`config.mk`:
```
export PLATFORM = sky130hd
export DESIGN_NAME = kumst_front
export DESIGN_NICKNAME = d
export VERILOG_FILES = /design/src/sv/kumst_pkg.sv /design/src/sv/kumst_front.sv
export SDC_FILE = /design/constraint.sdc
export NUM_CORES = 1
export LEC_CHECK = 0
export BUFFER_PORTS_ARGS = -buffer_cell sky130_fd_sc_hd__buf_2
export CAP_MARGIN = 5
export CORE_MARGIN = 5
export CORE_UTILIZATION = 25
export DETAILED_ROUTE_END_ITERATION = 6
export PLACE_DENSITY = 0.73
export REMOVE_ABC_BUFFERS = 1
export SLEW_MARGIN = 20
export SYNTH_ARGS = -nofsm -noshare
export SYNTH_HDL_FRONTEND = slang
export SYNTH_SLANG_ARGS = --single-unit
```
`constraint.sdc`:
```
create_clock -name clk -period 1.8 [get_ports clk]
set_input_delay 0.18 -clock clk [delete_from_list [all_inputs] [get_ports clk]]
set_output_delay 0.18 -clock clk [all_outputs]
set_load 0.01 [all_outputs]
```
`src/sv/kumst_pkg.sv`:
```
`default_nettype none
package kumst_pkg;

  localparam int VERTEX_W = 10;
  localparam int COUNT_W = 11;
  localparam int WEIGHT_W = 16;
  localparam int SUM_W = 26;
  localparam int JOINS_W = 10;
  localparam int QUEUE_DEPTH = 2;

  localparam logic [COUNT_W-1:0] COUNT_RESET = 11'd1024;
  localparam logic [SUM_W-1:0] SUM_MAX = 26'h3FF_FFFF;
  localparam logic [JOINS_W-1:0] JOIN_MAX = 10'h3FF;

  localparam logic [1:0] OP_EDGE = 2'd0;
  localparam logic [1:0] OP_BEGIN = 2'd1;
  localparam logic [1:0] OP_BAD = 2'd2;

  typedef struct packed {
    logic                kind;
    logic [VERTEX_W-1:0] vertex_a;
    logic [VERTEX_W-1:0] vertex_b;
    logic [WEIGHT_W-1:0] weight;
  } in_item_t;

  typedef struct packed {
    logic               joined;
    logic [SUM_W-1:0]   total_weight;
    logic [JOINS_W-1:0] edges_joined;
    logic               complete;
    logic               bad_vertex;
  } out_item_t;

  typedef struct packed {
    logic [1:0]          op;
    logic [VERTEX_W-1:0] vertex_a;
    logic [VERTEX_W-1:0] vertex_b;
    logic [WEIGHT_W-1:0] weight;
  } cmd_t;

endpackage
`default_nettype wire

```
`src/sv/kumst_front.sv`:
```
`default_nettype none
module kumst_front #(
  parameter int WEIGHT_BITS = 16,
  parameter int CNT_W = 17
) (
  input  wire logic                clk,
  input  wire logic                rst,
  input  wire logic                item_valid,
  output logic                     item_ready,
  input  wire kumst_pkg::in_item_t item,
  input  wire logic [CNT_W-1:0]    n_eff,
  input  wire logic                clearing,
  input  wire logic                q_full,
  output logic                     push,
  output kumst_pkg::cmd_t          push_cmd
);

  localparam logic [kumst_pkg::WEIGHT_W-1:0] WMASK =
    (WEIGHT_BITS >= kumst_pkg::WEIGHT_W) ? {kumst_pkg::WEIGHT_W{1'b1}} :
    kumst_pkg::WEIGHT_W'((33'd1 << WEIGHT_BITS) - 33'd1);

  logic bad;
  logic busy;

  always_ff @(posedge clk) begin
    if (rst) begin
      busy <= 1'b1;
    end else begin
      busy <= clearing;
    end
  end

  assign item_ready = !q_full && !clearing && !busy;
  assign push = item_valid && item_ready;

  assign bad = (CNT_W'(item.vertex_a) >= n_eff) || (CNT_W'(item.vertex_b) >= n_eff);

  always_comb begin
    push_cmd.vertex_a = item.vertex_a;
    push_cmd.vertex_b = item.vertex_b;
    push_cmd.weight = item.weight & WMASK;
    priority if (item.kind) begin
      push_cmd.op = kumst_pkg::OP_BEGIN;
    end else if (bad) begin
      push_cmd.op = kumst_pkg::OP_BAD;
    end else begin
      push_cmd.op = kumst_pkg::OP_EDGE;
    end
  end

endmodule
`default_nettype wire

```
---- Word-level counts from Yosys, hierarchy flattened ----
Cells that the tools add are included.
word-level totals
  register bits ........................... 1
  bits in latches ......................... 0
  RAM bits ................................ 0
  bits in read-only memories .............. 0
  output and inout bits ................... 40
  word-level logic and storage cells ...... 12
  memories ................................ 0
operators by class
  $add $sub $neg .......................... 0
  multipliers ............................. 0
  divide/modulo/power cells ............... 0
  $lt $le $gt $ge ......................... 2
  eq/ne operators ......................... 0
  shift operators ......................... 0
  multiplexer cells ....................... 2
  bitwise logic cells ..................... 0
  reductions and logical operators ........ 7
operators with widths
  operator                        count
  >= comparator 10 x 17 -> 1 bit  2
  two-way mux 2 bit               2
  logical AND 1 bit               3
  logical NOT 1 bit               3
  logical OR 1 bit                1

---- Logic depth before layout (Yosys ltp) ----
  depth after elaboration ................. 4
  depth in mapped cells ................... 7

---- Least setup slack after synthesis ----
No wires, ideal clock.
  path type ............................... input -> output
  start ................................... input port n_eff[3]
  end ..................................... output port push_cmd[37] (netlist bit)
  arrival ................................. 1,290 ps
  path slack .............................. 330 ps
  cell stages on the path ................. 7
  path buffers ............................ 0
  cells stage by stage .................... inv_1 -> ha_1 -> a21oi_2 -> nand2_1 -> a211o_1 -> a22oi_1 -> a31oi_1
RTL lines
  item         line               RTL
  from (decl)  kumst_front.sv:11  input wire logic [CNT_W-1:0] n_eff,
  to (decl)    kumst_front.sv:15  output kumst_pkg::cmd_t push_cmd

==> summary.md <==
| Metric | Value |
|---|---|
| Die Y | `66.0 um` |
| Die width | `66.0 um` |
| Critical Path RT | `1620 ps` |
| Max-slew headroom | `77.7%` |
| Yosys reg bits | `1` |
| Power Density | `234 mW/mm2` |
| CP Class | `primary input to output pin` |
| Final Instance Area | `923 um2` |
| Slew @ Worst Pin | `334 ps` |
| Vias in the first global route | `719` |
| Synth top cells by count | `37 x buf_4, 20 x ha_1, 12 x inv_1, 6 x a21oi_1, 4 x nand2_1` |
| Die area | `0.00436 mm2` |
| Area after DPL | `892 um2` |
| First-pass GRT wire length | `3.01 mm` |
| Critical path fanouts, max | `3` |
| P_int | `0.000122 W` |
| CP max stage cell | `a211o_1` |
| Hold path cells | `0` |
| Max frequency | `0.593 GHz` |
| Cell Area, Synth | `785 um2` |
| Post-synthesis mux area share | `0%` |
| RD Place Congestion | `0.677` |
| Final setup violation count | `0` |
| Worst setup endpoint | `push_cmd[37]` |
| Initial DRC Count | `3` |
| Initial antenna violation count | `0` |
| Crit path capture type | `output pin` |
| Seq/Total Area, Yosys | `2.55%` |
| Setup Buffers After CTS | `0` |
| Final Max Tran Viols | `0` |
| Simple-gate share of the synthesized area | `12.6%` |
| Library cells used by synthesis | `22` |
| DRC | `0` |
| Cell taking the most area after synthesis | `buf_4` |
| Resized Gates After CTS | `0` |
| Row count | `20` |
| Util after Layout | `30.5%` |
| Share of cells above drive strength 1 | `54.1%` |
| WHS | `360 ps` |
| Final hold vios | `0` |
| Max incr delay on CP | `300 ps` |
| Count of port buffers added during placement | `66` |
| GRT overflow | `0` |
| Pre-CTS setup slack | `39.2 ps` |
| LEAKAGE | `0.558 nW` |
| Crit. path cell count | `9` |
| Final setup margin | `114 ps` |
| Largest net degree at the start of global routing | `4` |
| Top-count cell post-synth | `buf_4` |
| DR vias/cell | `4.19` |
| Ys Warns | `0` |
| Xor/xnor cell area share of the yosys netlist | `0%` |
| 1st-pass router iterations | `2` |
| Most numerous cell on the critical path | `buf_2` |
| Max-cap violation count | `0` |
| Antenna cell count | `0` |
| GRT Util Overall | `8.51%` |
| Largest family of logic cells by synthesized area | `buffers and inverters` |
| CP startpoint kind | `primary input` |
| Max FFs per register | `1` |
| Status | `completed` |
| Post-Synth Adder-Cell Area | `31.9%` |
| Maximum vdd drop | `112 uV` |
| Worst path buffer plus inverter count | `3` |
| CP top delay family | `compound AO/OA/AOI/OAI gates` |
| Tmin final | `1690 ps` |
| Io pins | `99` |
| Clock power frac | `0%` |
| Top cell type's share of synthesized area | `35.4%` |
| CP Cell Sequence | `buf_2, inv_2, ha_4, a21oi_2, nand2_1, a211o_1, a22oi_2, a31oi_1, buf_2` |
| Seq pwr share | `11.2%` |
| Hold buffer count at cts | `0` |
| Comb power frac | `88.8%` |
| Tcrit/Tclk final | `93.7%` |
| CP startpoint | `n_eff[3]` |
| Compound-gate portion of the synthesized area | `11.8%` |
| Psw | `0.0000943 W` |
| Largest registers | `busy (1)` |
| Dpl hpwl | `1.91 mm` |
| Total number of vias | `741` |
| Synthesized area per cell | `7.54 um2` |
| Reg with most FFs | `busy` |
| Overall routed net length | `2.07 mm` |
| EDFF count, synth | `0` |
| Main area contributors after synthesis | `buf_4 35%, ha_1 32%, inv_1 5.7%, a21oi_1 3.8%, dfxtp_1 2.6%` |
| Area Overhead vs Synth | `17.7%` |
| Worst path arrival time | `1510 ps` |
| Worst hold path class | `primary input to output pin` |
| Final net count | `214` |
| Top_reg_cell synth | `dfxtp_1` |
| Ys async rst share | `0%` |
| Sw Ratio | `43.7%` |
| Core area | `0.00303 mm2` |
| Mapped Cells | `104` |
| Final ANT Viol Nets | `0` |
| Starting Density | `25.9%` |
| Drt wl/cell | `11.7 um` |
[per-layer routing]
metal	track usage (%)	share of wire, %	vias up
met3	4.42	16	0
met5	4.17	0	-
met1	10.2	37	309
li1	-	-	378
met2	14.0	47	54
met4	0	0	0
[metrics by stage]
stage | TNS (ps) | instances | total power, W
after floorplan | 0 | 67 | 0.0000996
after detailed placement | 0 | 177 | 0.000209
after CTS | 0 | 177 | 0.000210
after global placement | 0 | 177 | 0.000206
final | 0 | 177 | 0.000216
after global routing | -5.68 | 177 | 0.000250
[logic make-up after synthesis]
| logic type | count (synthesis) |
|---|---|
| fa+ha+maj | 20 |
| buf+inv | 49 |
| compound gates | 15 |
| flops | 1 |
| simple gates | 19 |
[layout make-up]
type,instances,area (um2)
well taps,44,55.1
repair buffers,66,330
inverters,12,45.0
multi-input cells,54,473
flip-flops and latches,1,20.0
fillers,338,2100
[how the worst min path moves through the flow]
stage                     startpoint            to  slack [ps]
after floorplan                  rst          busy         280
after global placement       item[4]   push_cmd[4]         360
after detailed placement     item[4]   push_cmd[4]         360
after CTS                    item[4]   push_cmd[4]         360
after global routing         item[4]   push_cmd[4]         360
final                       item[13]  push_cmd[13]         360
[placed cells by master (no fill, tap or decap), types with 2 or more instances in the layout]
cell type  instances
nor4_1             3
nor2_1             2
buf_2             66
ha_4               2
a21oi_1            6
nand4_1            2
nand2_1            4
o21ai_0            3
inv_1             11
ha_1              18
nand3_1            3
[power groups by stage]
stage / clock [W] / sequential [W] / combinational [W]
2_1_floorplan: 0 / 0.0000240 / 0.0000756
3_3_place_gp: 0 / 0.0000242 / 0.000182
3_5_place_dp: 0 / 0.0000242 / 0.000185
4_1_cts: 0 / 0.0000242 / 0.000185
5_1_grt: 0 / 0.0000244 / 0.000225
6_report: 0 / 0.0000242 / 0.000192
(Power assumes the default switching activity.)
