==> src/sv/kumst_pkg.sv <==
`default_nettype none
package kumst_pkg;

  localparam int VERTEX_W = 10;
  localparam int COUNT_W = 11;
  localparam int WEIGHT_W = 16;
  localparam int SUM_W = 26;
  localparam int JOINS_W = 10;
  localparam int QUEUE_DEPTH = 2;

  localparam logic [COUNT_W-1:0] COUNT_RESET = 11'd1024;
  localparam logic [SUM_W-1:0] SUM_MAX = 26'h3FF_FFFF;
  localparam logic [JOINS_W-1:0] JOIN_MAX = 10'h3FF;

  localparam logic [1:0] OP_EDGE = 2'd0;
  localparam logic [1:0] OP_BEGIN = 2'd1;
  localparam logic [1:0] OP_BAD = 2'd2;

  typedef struct packed {
    logic                kind;
    logic [VERTEX_W-1:0] vertex_a;
    logic [VERTEX_W-1:0] vertex_b;
    logic [WEIGHT_W-1:0] weight;
  } in_item_t;

  typedef struct packed {
    logic               joined;
    logic [SUM_W-1:0]   total_weight;
    logic [JOINS_W-1:0] edges_joined;
    logic               complete;
    logic               bad_vertex;
  } out_item_t;

  typedef struct packed {
    logic [1:0]          op;
    logic [VERTEX_W-1:0] vertex_a;
    logic [VERTEX_W-1:0] vertex_b;
    logic [WEIGHT_W-1:0] weight;
  } cmd_t;

endpackage
`default_nettype wire

==> src/sv/kumst_queue.sv <==
`default_nettype none
module kumst_queue (
  input  wire logic            clk,
  input  wire logic            rst,
  input  wire logic            push,
  input  wire kumst_pkg::cmd_t push_cmd,
  output logic                 full,
  input  wire logic            pop,
  output kumst_pkg::cmd_t      head,
  output logic                 empty
);

  localparam int DEPTH = kumst_pkg::QUEUE_DEPTH;
  localparam int PW = (DEPTH > 1) ? $clog2(DEPTH) : 1;
  localparam int CW = $clog2(DEPTH + 1);

  kumst_pkg::cmd_t entries [DEPTH];
  logic [PW-1:0] wr_ptr;
  logic [PW-1:0] rd_ptr;
  logic [CW-1:0] fill;
  logic          do_push;
  logic          do_pop;

  assign full = (fill == CW'(DEPTH));
  assign empty = (fill == '0);
  assign do_push = push && !full;
  assign do_pop = pop && !empty;
  assign head = entries[rd_ptr];

  always_ff @(posedge clk) begin
    if (do_push) begin
      entries[wr_ptr] <= push_cmd;
    end
  end

  always_ff @(posedge clk) begin
    if (rst) begin
      wr_ptr <= '0;
      rd_ptr <= '0;
      fill <= '0;
    end else begin
      if (do_push) begin
        wr_ptr <= (wr_ptr == PW'(DEPTH - 1)) ? '0 : wr_ptr + PW'(1);
      end
      if (do_pop) begin
        rd_ptr <= (rd_ptr == PW'(DEPTH - 1)) ? '0 : rd_ptr + PW'(1);
      end
      if (do_push && !do_pop) begin
        fill <= fill + CW'(1);
      end else if (do_pop && !do_push) begin
        fill <= fill - CW'(1);
      end
    end
  end

endmodule
`default_nettype wire

==> config.mk <==
export PLATFORM = sky130hd
export DESIGN_NAME = kumst_queue
export DESIGN_NICKNAME = d
export VERILOG_FILES = /design/src/sv/kumst_pkg.sv /design/src/sv/kumst_queue.sv
export SDC_FILE = /design/constraint.sdc
export NUM_CORES = 1
export LEC_CHECK = 0
export BUFFER_PORTS_ARGS = -buffer_cell sky130_fd_sc_hd__buf_2
export CORE_ASPECT_RATIO = 2
export CORE_UTILIZATION = 46
export DETAILED_ROUTE_END_ITERATION = 8
export PLACE_DENSITY_LB_ADDON = 0.12
export RECOVER_POWER = 100
export SYNTH_ARGS = -nofsm -noshare
export SYNTH_HDL_FRONTEND = slang
export SYNTH_SLANG_ARGS = --single-unit
==> constraint.sdc <==
create_clock -name clk -period 1.95 [get_ports clk]
set_input_delay 0.4875 -clock clk [delete_from_list [all_inputs] [get_ports clk]]
set_output_delay 0.4875 -clock clk [all_outputs]
set_load 0.05 [all_outputs]
---- Yosys cells after proc, flatten, opt, wreduce, memory -nomap -nowiden ----
Memory sizes are Yosys's and may differ from the RTL's. A register that Yosys moved wholly into a read port is not among the register bits.
Index checks and enable logic that the tools add are counted.
operators by class
  add/subtract/negate cells ............... 4
  eq/ne operators ......................... 1
  muxes and demuxes ....................... 8
  reductions and logical operators ........ 10
operators by type and width
  kind                 count
  $mux 1               6
  $logic_and 1x1->1    4
  $logic_not 1->1      4
  $mux 2               2
  $add 1x1->1 const B  2
  $add 2x1->2 const B  1
  $eq 2x2->1 const B   1
  $logic_not 2->1      1
  $reduce_bool 2->1    1
  $sub 2x1->2 const B  1
storage, ports and cells
  register bits after elaboration ......... 4
  memory bits (writable) .................. 76
  logic and storage cells ................. 27
  memories kept ........................... 1
memories
  memory   depth  width  read ports  clocked after memory_dff  wr ports  line               source
  entries  2      38     1           1                         1         kumst_queue.sv:17  kumst_pkg::cmd_t entries [DEPTH];

---- Logic depth before layout (Yosys ltp) ----
Gate-level depths: netlist of the first run.
  depth after elaboration ................. 7
  gate-level depth with buffers ........... 6
  gate-level depth less buffers ........... 6

---- Worst setup path after synthesis of the first run ----
OpenSTA, ideal clock, no wires.
  path kind ............................... reg2reg
  start ................................... register fill[1]
  end ..................................... memory entries[0][0] in the netlist's numbering, enable pin
  arrival ................................. 1679 ps
  data required time ...................... 1557 ps
  slack ................................... -122 ps
  cell stages (with the launch flop) ...... 4
  buffers on the path ..................... 0
  clock period less this slack ............ 2072 ps
  path through ............................ dfxtp_1 -> nor2b_2 -> or3_1 -> inv_1
between the ends
  longest elaborated chain between the ends .. 5
RTL lines
  what                          line               source
  start, declared               kumst_queue.sv:20  logic [CW-1:0] fill;
  start signal, assigned        kumst_queue.sv:49  fill <= fill + CW'(1);
  start signal, assigned        kumst_queue.sv:51  fill <= fill - CW'(1);
  $eq 2x2->1                    kumst_queue.sv:24  assign full = (fill == CW'(DEPTH));
  named net full                kumst_queue.sv:7   output logic full,
  $logic_not 1->1               kumst_queue.sv:26  assign do_push = push && !full;
  $logic_and 1x1->1             kumst_queue.sv:26
  $mux 1                        kumst_queue.sv:31  if (do_push) begin
  $mux 1 (not written as such)  kumst_queue.sv:32  entries[wr_ptr] <= push_cmd;
  end, declared                 kumst_queue.sv:17
The timed path passes the listed nets, and every way through them passes these cells.

==> results of run 1 <==
==> logic make-up (layout without fill, tap and decap cells) <==
| group | count (synthesis) | in the layout |
|---|---|---|
| mux | 38 | 38 |
| flops | 81 | 81 |
| buf+inv | 6 | 105 |
| xor+xnor | 3 | 3 |
| simple gates | 9 | 9 |
| fa+ha+maj | 1 | 1 |
| compound gates | 5 | 5 |
==> flip-flops by register name, summed over array words and instances, names as in the netlist, named ones only <==
name / flops
entries: 76
fill: 2
rd_ptr: 1
wr_ptr: 1
==> area by class of cell <==
type,count,share of cell area
multi-input cells,56,0.1381
inverters,2,0.002897
flip-flops and latches,81,0.6138
clock buffers,10,0.05890
repair buffers,87,0.1522
clock inverters,6,0.006437
well taps,86,0.02768
==> layout by cell type (no fill, tap or decap) <==
cell type,netlist,layout
nor2_1,5,5
buf_16,0,1
or3_1,2,2
inv_1,2,1
dfxtp_4,0,1
mux2_2,38,35
buf_2,1,36
and2_2,0,1
xor2_1,3,3
clkbuf_1,0,17
mux2_1,0,3
buf_12,0,1
buf_4,3,12
buf_6,0,17
nor2b_1,0,1
clkbuf_16,0,9
clkbuf_2,0,3
clkbuf_4,0,1
dfxtp_1,5,4
clkinv_2,0,2
o21ai_0,3,3
edfxtp_1,76,76
clkinv_1,0,4
ha_1,1,1
a21oi_1,2,2
clkinvlp_4,0,1
==> critical path, stage by stage (launching register included) <==
cell and delay [ns]:
dfxtp_4 0.38, buf_12 0.18, mux2_2 0.35, buf_2 0.21
==> through the flow <==
| stage | cell area [sq um] | std cells |
|---|---|---|
| 6_report | 3887 | 328 |
| 5_1_grt | 3887 | 328 |
| 4_1_cts | 3884 | 328 |
| 3_5_place_dp | 3527 | 311 |
| 3_3_place_gp | 3527 | 311 |
| 2_1_floorplan | 2965 | 143 |
==> power by group through the flow <==
stage / Clock, uW / Sequential [uW] / Combinational [uW]
finish: 1420 / 2280 / 2320
global route: 1510 / 2310 / 2420
CTS: 1450 / 2290 / 2310
detailed placement: 0 / 2310 / 2130
global placement: 0 / 2290 / 2090
floorplan: 0 / 2280 / 1660
==> metal layers <==
layer,part of all wire,GRT usage,up-vias
li1,-,-,741
met2,0.60,0.3096,54
met4,0.024,0.1032,0
met5,0,0,-
met1,0.32,0.1490,781
met3,0.051,0.05174,11
==> worst paths after layout <==
path	end	slack (ns)	cells after the start
setup / recovery	head[12]	0.01	3
setup reg to reg	entries[1][27]$_DFFE_PP_	0.11	4
hold reg to reg	wr_ptr$_SDFFE_PP0P_	0.49	2
hold / removal	entries[1][15]$_DFFE_PP_	0.35	1
==> repair_timing <==
item / 4_1_cts / 5_1_grt
cloned: 1 / 0
endpoints found under the setup margin: 38 / 26
pin swaps: 0 / 0
gates resized for setup: 31 / 17
==> impl_results.md, run 1 <==
* Outcome: completed
* Initial Utilization at 0.4722
* Adder-Cell Fraction of Synth Area at 0.004234
* Initial antenna violation count at 0
* Cell count after synthesis at 143
* Wirelength, routed at 5328 microns
* Worst Setup End Kind: primary output
* Post-synthesis mux area share at 0.1448
* P per Cell Area at 1549 mW/mm^2
* Die Wd at 58.68 microns
* Post-DP HPWL at 3388 microns
* Nets at 280
* Synthesis-to-finish area growth at 31.54%
* DRT Pass-1 Iters at 4
* Gr usage total at 0.1667
* TritonCTS clock tree: done
* Fill cells at 517
* Full die area at 0.006768 sq mm
* Clk_lat worst skew at 0.32 ns
* Mapped cell area at 0.002955 sq mm
* Largest family of logic cells by synthesized area: multiplexers
* Routed vias at 1587
* Remaining DRCs at 0
* Share of cells above drive strength 1 at 0.4959
* Synth Flop Type: edfxtp_1
* Post-Route Utilization at 0.6212
* Layout Skew at 0.004790 ns
* Slew Limit Headroom at 0.4976
* IO Port Bufs at 81
* Count leader, synth: edfxtp_1
* Final setup violation count at 0
* PnR Total Power at 6023 uW
* GP Congestion at 0.6818
* Register area share after synthesis at 0.8061
* Largest net degree at the start of global routing at 29
* Core Box Area at 0.006259 sq mm
* Flops & latches, synth at 81
* RSZ-0062 raised after global routing: true
* Synth async-reset ratio at 0
* Reg area at 0.002386 sq mm
* Hold WC Path Type: primary input to flip-flop
* Post-synthesis cell type with the largest combined area: edfxtp_1
* Slew Limit Fails at 0
* Max IR drop VDD at 1.093 mV
* Max-cap violations at 0
* Syn Nets at 186
* Required time worst endpoint at 1.46 ns
* Final worst setup slack at 0.01467 ns
* Detailed Route Iter0 Violations at 65
* Slew @ Worst Pin at 0.7536 ns
* Total grt overflow at 0
* Post-synthesis cell type count at 14
* Switching part of the total at 0.3649
* Critical path type: flip-flop to primary output
* Dpl ws at 0.2925 ns
* First-pass GRT wire length at 7831 microns
* Multi-input logic area at 536.8 sq um
* Worst flop-to-flop path startpoint: fill[1]$_SDFFE_PP0P_
* Crit start category: flip-flop
* Post-synthesis compound-gate area fraction at 0.008467
* Mean post-synth cell area at 20.67 sq um
* Final hold slack at 0.3505 ns
* XOR/XNOR Fraction of Synth Area at 0.008891
* Vias in the first global route at 1720
* Final worst path period share at 0.9925
* Post-cts hold buffer count at 0
* Minimum clock period at 1.935 ns
* Synth cell count leaders: edfxtp_1 (76), mux2_2 (38), dfxtp_1 (5), nor2_1 (5)
* CTS sink cnt at 81
* Hold Crit Start: push_cmd[15]
* NetSw at 2198 uW
* Leak at 0.001429 uW
* Vias per cell at 4.838
* Critical path data arrival time at 1.45 ns
* Final Hold Vio Count at 0
* Die Ht at 115.4 microns
* Clk buf depth at 2
* Ys Warns at 0
* Comb pwr share at 0.385
* Routed len/inst at 16.24 microns
* Setup tns final at 0 ns
* Worst Path Max Fanout at 19
* CTS H-tree lvls at 3
* Int Pwr at 3825 uW
* EDFF count, synth at 76
* Ant. Diodes at 0
* Share of power burned in registers at 0.379
* F_max at 516.7 MHz
* Row cnt at 41
* Simple-gate portion of the synthesized area at 0.01566
* I/O pin cnt at 82
* Share of the synthesized area in the top cell type at 0.7722
* CTS buffer count at 9
* Clock share of power at 0.236
* Antenna Nets Post-Route at 0
* Clk slew on worst S/H paths at 0.06 ns
* Root Buffer: clkbuf_16
* Top cells by area, synth: edfxtp_1 (77%), mux2_2 (14%), dfxtp_1 (3.4%)
* Number of setup buffers added after CTS at 0
No activity file was read; power rests on OpenSTA's default activity.
==> run 2, diff against run 1 <==
--- a/config.mk
+++ b/config.mk
@@ -7,10 +7,10 @@
 export LEC_CHECK = 0
 export BUFFER_PORTS_ARGS = -buffer_cell sky130_fd_sc_hd__buf_2
 export CORE_ASPECT_RATIO = 2
-export CORE_UTILIZATION = 46
+export CORE_UTILIZATION = 51
 export DETAILED_ROUTE_END_ITERATION = 8
 export PLACE_DENSITY_LB_ADDON = 0.12
-export RECOVER_POWER = 100
+export RECOVER_POWER = 50
 export SYNTH_ARGS = -nofsm -noshare
 export SYNTH_HDL_FRONTEND = slang
 export SYNTH_SLANG_ARGS = --single-unit
==> constraint.sdc (replaced) <==
create_clock -name clk -period 2 [get_ports clk]
set_input_delay 0.5 -clock clk [delete_from_list [all_inputs] [get_ports clk]]
set_output_delay 0.5 -clock clk [all_outputs]
set_load 0.05 [all_outputs]
==> run 2 against run 1 <==
  * Clock skew grew 0.0040 ns
  * Wire length shrank 5.1%
  * Sequential power shrank 3%
  * Total power shrank 9.4%
  * Critical path depth is the same
  * Sequential share of layout area grew 2.9 points
  * Via count shrank 2.3%
  * Combinational power shrank 8%
  * Register-to-register slack gained 0.19 ns
  * Die area shrank 9.6%
  * Clock power shrank 23%
  * Utilization grew 5.2 points
  * Highest routed layer unchanged
==> impl_results.md, run 2 (synthesis gave the netlist of run 1 again) <==
* Initial antenna violation count at 0 (unchanged)
* Root Buffer: clkbuf_8
* Multi-input logic area at 536.8 sq um (unchanged)
* Share of power burned in registers at 0.407 (+0.028)
* Crit start category: flip-flop
* Crit-path slowest cell: dfxtp_4
* Clk_lat worst skew at 0.34 ns (+0.02 ns)
* Final Hold Vio Count at 0 (unchanged)
* CTS buffer count at 9 (unchanged)
* Placed Area at 0.003475 sq mm (-1.5%)
* Largest registers: entries x76, fill x2
* Gr usage total at 0.1738 (+0.007024)
* Final std cells w/o fill at 301 (-8.2%)
* First-pass GRT wire length at 7583 microns (-3.2%)
* Max IR drop VDD at 1.096 mV (+0.35%)
* Max FFs per register at 76 (unchanged)
* Wirelength, routed at 5056 microns (-5.1%)
* Final setup violation count at 0 (unchanged)
* Slew @ Worst Pin at 0.5518 ns (-0.2018 ns)
* Outcome: completed
* Total grt overflow at 0 (unchanged)
* DRT Pass-1 Iters at 4 (unchanged)
* Die Wd at 55.83 microns (-4.9%)
* Remaining DRCs at 0 (unchanged)
* Most frequent cells in the layout: edfxtp_1 (76), buf_2 (54), mux2_2 (38)
* Die Ht at 109.7 microns (-4.9%)
* IO Port Bufs at 81 (unchanged)
* Commonest non-fill, non-tap cell in the layout: edfxtp_1
* Leak at 0.001379 uW (-3.5%)
* Share of cells above drive strength 1 at 0.5311 (+0.03525)
* Slew Limit Fails at 0 (unchanged)
* RSZ-0062 raised after global routing: true
* Layout Skew at 0.008782 ns (+0.003992 ns)
* Detailed Route Iter0 Violations at 34 (-48%)
* Worst Path Max Fanout at 11 (-8)
* Worst-path cell chain: clkbuf_16, mux2_2, buf_2
* Final worst path period share at 0.9790
* CTS H-tree lvls at 3 (unchanged)
* Setup tns final at 0 ns (unchanged)
* Final instance area at 0.003714 sq mm (-4.5%)
* Post-DP HPWL at 3276 microns (-3.3%)
* Vias in the first global route at 1702 (-1.0%)
* Post-Route Utilization at 0.6733 (+0.05217)
* Initial Utilization at 0.5358 (+0.06363)
* Slew Limit Headroom at 0.6321 (+0.1345)
* Biggest register: entries
* Antenna Nets Post-Route at 0 (unchanged)
* F_max at 510.7 MHz
* Post-cts hold buffer count at 0 (unchanged)
* Slowest cell delay on critical path at 0.40 ns (+0.02 ns)
* Final hold slack at 0.3368 ns (-0.01373 ns)
* NetSw at 2058 uW (-6.4%)
* Full die area at 0.006121 sq mm (-9.6%)
* Routed len/inst at 16.80 microns (+3.4%)
* Nets at 279 (-0.36%)
* Minimum clock period at 1.958 ns
* Routed vias at 1551 (-2.3%)
* CP bufs+invs at 2 (unchanged)
* Worst Setup End Kind: primary output
* Clock share of power at 0.200 (-0.036)
* Row cnt at 38 (-7.3%)
* Critical path type: flip-flop to primary output
* Crit-path leading delay family: flip-flops
* Synthesis-to-finish area growth at 25.66%
* CTS sink cnt at 81 (unchanged)
* Vias per cell at 5.153 (+6.5%)
* Clk buf depth at 2 (unchanged)
* Placed cells at 284 (-8.7%)
* Reg area at 0.002386 sq mm (unchanged)
* Core Box Area at 0.005515 sq mm (-12%)
* GP Congestion at 0.7183 (+5.4%)
* TritonCTS clock tree: done
* Ant. Diodes at 0 (unchanged)
* P per Cell Area at 1470 mW/mm^2 (-5.1%)
* Switching part of the total at 0.3770 (+0.01204)
* Fill cells at 402 (-22%)
* Largest net degree at the start of global routing at 39 (+34%)
* Int Pwr at 3402 uW (-11%)
* Clk slew on worst S/H paths at 0.08 ns (+0.02 ns)
* Critical path data arrival time at 1.46 ns (about the same)
* Required time worst endpoint at 1.50 ns (+0.04 ns)
* Max-cap violations at 0 (unchanged)
* I/O pin cnt at 82 (unchanged)
* Comb pwr share at 0.392 (+0.007)
* Hold WC Path Type: primary input to flip-flop
==> run 2: cell count changes in the layout (fill, tap and decap cells not counted), sizes merged <==
| cell | previous run | this run |
|---|---|---|
| buf | 67 | 70 |
| clkinv | 6 | 3 |
| clkbuf | 30 | 28 |
| bufinv | 0 | 1 |
==> run 2: per-stage QoR <==
step                      setup slack, ns  power (uW)
final                             0.04194        5460
after global routing             -0.01427        5695
after CTS                      -0.0004823        5406
after detailed placement           0.3044        4286
after global placement             0.3269        4235
after floorplan                    0.1527        3841
==> run 2: area by class of cell <==
cell class	instances	area share
clock buffer	12	0.03639
clock inverter	4	0.01213
inverter	2	0.003032
multi-input combinational	56	0.1445
sequential	81	0.6425
tap	60	0.02022
timing repair buffer	86	0.1412
==> run 2: worst paths after layout <==
kind	start	endpoint	slack (ns)	depth (start not counted)
worst max-delay path	flip-flop	head[4]	0.04	3
worst min-delay path	push_cmd[30]	entries[1][30]$_DFFE_PP_	0.34	1
worst max register to register	fill[0]$_SDFFE_PP0P_	entries[1][14]$_DFFE_PP_	0.30	4
worst min register to register	wr_ptr$_SDFFE_PP0P_	wr_ptr$_SDFFE_PP0P_	0.50	2
==> run 2: per-layer routing <==
metal,vias up,track usage,part of all wire,wire length [microns]
met5,-,0,0,0
met1,745,0.1548,0.34,1736
li1,740,-,-,-
met3,11,0.07294,0.065,328
met4,0,0.1063,0.020,102
met2,55,0.3176,0.57,2889
==> run 2: power groups by stage <==
stage / Sequential, uW / Combinational (uW) / Clock (uW)
after CTS: 2220 / 2070 / 1120
final: 2220 / 2140 / 1090
after global placement: 2230 / 2010 / 0
after floorplan: 2220 / 1620 / 0
after detailed placement: 2250 / 2040 / 0
after global routing: 2250 / 2250 / 1200
==> run 2: what timing repair did <==
action                                  CTS  global route
endpoints found under the setup margin   25            24
cloned                                    0             1
gates resized for setup                   4            32
buffers inserted                          0             0
==> run 3, diff against run 2 <==
--- a/config.mk
+++ b/config.mk
@@ -5,9 +5,10 @@
 export SDC_FILE = /design/constraint.sdc
 export NUM_CORES = 1
 export LEC_CHECK = 0
+export ABC_AREA = 1
 export BUFFER_PORTS_ARGS = -buffer_cell sky130_fd_sc_hd__buf_2
 export CORE_ASPECT_RATIO = 2
-export CORE_UTILIZATION = 51
+export CORE_UTILIZATION = 35
 export DETAILED_ROUTE_END_ITERATION = 8
 export PLACE_DENSITY_LB_ADDON = 0.12
 export RECOVER_POWER = 50
==> run 3 against run 2 <==
  * Global-route usage down 4.7 points
  * Synthesized cell count increased by 8.4%
  * Die area is 50% higher
  * Area after synthesis is 3.9% higher
  * Worst hold slack improved by 0.017 ns
  * Sequential cell count did not move
  * Largest cell class unchanged
==> impl_results.md, run 3 <==
* Commonest non-fill, non-tap cell in the layout: edfxtp_1
* Worst flop-to-flop path startpoint: fill[0]$_SDFFE_PP0P_
* Routed vias at 1627 (+4.9%)
* Critical path data arrival time at 1.48 ns (+0.02 ns)
* Worst Setup End Kind: primary output
* Count leader, synth: edfxtp_1
* Post-synthesis cell type count at 17 (+3)
* Worst-path cell chain: buf_4, mux2_2, buf_2
* Routed len/inst at 14.35 microns (-15%)
* Clk buf depth at 2 (unchanged)
* Switching part of the total at 0.3380 (-0.03893)
* Syn Nets at 198 (+6.5%)
* Int Pwr at 3942 uW (+16%)
* DRT Pass-1 Iters at 4 (unchanged)
* Slowest cell delay on critical path at 0.37 ns (-0.03 ns)
* EDFF count, synth at 76 (unchanged)
* Leak at 0.001535 uW (+11%)
* Row cnt at 48 (+26%)
* Share of cells above drive strength 1 at 0.5059 (-0.02524)
* Most frequent cells in the layout: edfxtp_1 (76), buf_2 (68), mux2_4 (22)
* IO Port Bufs at 81 (unchanged)
* Critical path type: flip-flop to primary output
* Synth async-reset ratio at 0 (unchanged)
* Outcome: completed
* Post-synthesis cell type with the largest combined area: edfxtp_1
* Post-cts hold buffer count at 0 (unchanged)
* Worst Path Max Fanout at 13 (+2)
* Max IR drop VDD at 0.7996 mV (-27%)
* Post-DP HPWL at 3527 microns (+7.7%)
* Remaining DRCs at 0 (unchanged)
* Initial Utilization at 0.3575 (-0.1783)
* Vias per cell at 4.583 (-11%)
* Full die area at 0.009174 sq mm (+50%)
* Detailed Route Iter0 Violations at 80 (+140%)
* Initial antenna violation count at 0 (unchanged)
* Max FFs per register at 76 (unchanged)
* Wirelength, routed at 5093 microns (+0.73%)
* Ys Warns at 0 (unchanged)
* Hold Crit Start: push_cmd[29]
* Final hold slack at 0.3535 ns (+0.01672 ns)
* Core Box Area at 0.008588 sq mm (+56%)
* TritonCTS clock tree: done
* Biggest register: entries
* PnR Total Power at 5955 uW (+9.1%)
* Share of power burned in registers at 0.374 (-0.033)
* Mapped cell area at 0.003070 sq mm (+3.9%)
* Crit start category: flip-flop
* Die Wd at 68.23 microns (+22%)
* Final Hold Vio Count at 0 (unchanged)
* Hold WC Path Type: primary input to flip-flop
* Largest net degree at the start of global routing at 26 (-33%)
* Reg-to-reg slack, setup at 0.38 ns (+0.08 ns)
* Register area share after synthesis at 0.7759 (-0.03022)
* Fill cells at 788 (+96%)
* Nets at 293 (+5.0%)
* Register-to-Register Path Depth at 3 (-1)
* Total grt overflow at 0 (unchanged)
* Final worst path period share at 0.9876 (+0.008545)
* Synth Flop Type: edfxtp_1
* Minimum clock period at 1.975 ns (+0.01709 ns)
* Slew Limit Fails at 0 (unchanged)
* Mean post-synth cell area at 19.81 sq um (-4.1%)
* First-pass GRT wire length at 7824 microns (+3.2%)
* GP Congestion at 0.7151 (-0.45%)
* F_max at 506.3 MHz (-0.87%)
* Die Ht at 134.5 microns (+23%)
* Flops & latches, synth at 81 (unchanged)
* Synthesis-to-finish area growth at 29.01%
* Final setup violation count at 0 (unchanged)
* Reg-to-Reg End: entries[0][5]$_DFFE_PP_
* Cell count after synthesis at 155 (+8.4%)
* NetSw at 2013 uW (-2.2%)
* Antenna Nets Post-Route at 0 (unchanged)
* Required time worst endpoint at 1.50 ns (about the same)
* CTS sink cnt at 81 (unchanged)
* Crit-path slowest cell: mux2_2
* Largest registers: entries x76, fill x2
* RSZ-0062 raised after global routing: true
* Slew Limit Headroom at 0.4817 (-0.1504)
* Clk slew on worst S/H paths at 0.06 ns (-0.02 ns)
* Synth cell count leaders: edfxtp_1 (76), mux2_4 (20), mux2_2 (18), inv_1 (9), nor2_1 (9)
* I/O pin cnt at 82 (unchanged)
* Root Buffer: clkbuf_16
* Top cells by area, synth: edfxtp_1 (74%), mux2_4 (9.8%), mux2_2 (6.6%)
* Share of the synthesized area in the top cell type at 0.7433 (-0.02895)
* Gr usage total at 0.1268 (-0.04701)
* Ant. Diodes at 0 (unchanged)
* CTS buffer count at 9 (unchanged)
* Slew @ Worst Pin at 0.7774 ns (+0.2255 ns)
* Layout Skew at 0.003105 ns (-0.005677 ns)
* Number of setup buffers added after CTS at 0 (unchanged)
* Comb pwr share at 0.323 (-0.069)
* CTS H-tree lvls at 3 (unchanged)
* Max-cap violations at 0 (unchanged)
* Clock share of power at 0.303 (+0.103)
* Clk_lat worst skew at 0.33 ns (about the same)
* Vias in the first global route at 1653 (-2.9%)
* Worst Hold End: entries[0][29]$_DFFE_PP_
* P per Cell Area at 1503 mW/mm^2 (+2.2%)
* Hold path depth at 1 (unchanged)
run 3: layer usage:
layer  track usage  wire [microns]  vias to the layer above
met2        0.2206            2992                       53
met4       0.09028             144                        0
met5             0               0                        -
li1              -               -                      777
met1        0.1147            1652                      788
met3       0.04307             303                        9
run 3: through the flow:
step	cells	area [sq um]	utilization	worst slack, ns	setup TNS (ns)
after floorplan	155	3070	-	-0.6032	-45.85
after global routing	355	3961	0.4612	-0.02487	-0.1702
after detailed placement	339	3643	0.4242	0.3542	0
after CTS	355	3983	0.4637	-0.001299	-0.001299
final	355	3961	0.4612	0.02485	0
after global placement	339	3643	0.4242	0.3551	0
run 3: cell families (layout without fill, tap and decap cells):
| group | after synthesis | after routing | synth area share |
|---|---|---|---|
| flip-flops | 81 | 81 | 0.7759 |
| multiplexers | 38 | 38 | 0.1638 |
| AND/OR/NAND/NOR | 16 | 16 | 0.02160 |
| buffers and inverters | 13 | 113 | 0.02363 |
| AO/OA/AOI/OAI | 6 | 6 | 0.01100 |
| adder cells (fa/ha/maj) | 1 | 1 | 0.004074 |
run 3: power groups by stage:
stage	logic, uW	clock network [uW]	registers [uW]
finish	1920	1810	2230
global route	2050	1940	2250
CTS	1970	1860	2230
detailed placement	1960	0	2260
global placement	1950	0	2260
floorplan	1560	0	2250
run 3: how the worst max path moves through the flow:
stage / start / to / slack (ns) / cells past startpoint
5_1_grt: flip-flop / head[25] / -0.02 / 3
4_1_cts: flip-flop / head[25] / -0.001 / 3
3_5_place_dp: flip-flop / head[15] / 0.35 / 3
6_report: flip-flop / head[25] / 0.02 / 3
3_3_place_gp: flip-flop / head[15] / 0.36 / 3
2_1_floorplan: push / entries[1][0]$_DFFE_PP_ / -0.60 / 2
run 3: cell type report:
cell class | instances | area (sq um) | area share
clock buffer | 9 | 225.2 | 0.05685
clock inverter | 7 | 108.9 | 0.02748
inverter | 9 | 33.78 | 0.008528
multi-input combinational | 61 | 630.6 | 0.1592
sequential | 81 | 2384 | 0.6017
tap | 100 | 125.1 | 0.03159
timing repair buffer | 88 | 454.2 | 0.1147
run 3: critical path: cells and delay by family (launching register included):
kind,cells,cell delay (ns)
flip-flops,1,0.34
multiplexers,1,0.37
buffers and inverters,2,0.43
run 3: what timing repair did:
| action | in CTS | in global routing |
|---|---|---|
| endpoints found under the setup margin | 3 | 18 |
| resized for setup | 2 | 2 |
| cloned | 0 | 0 |
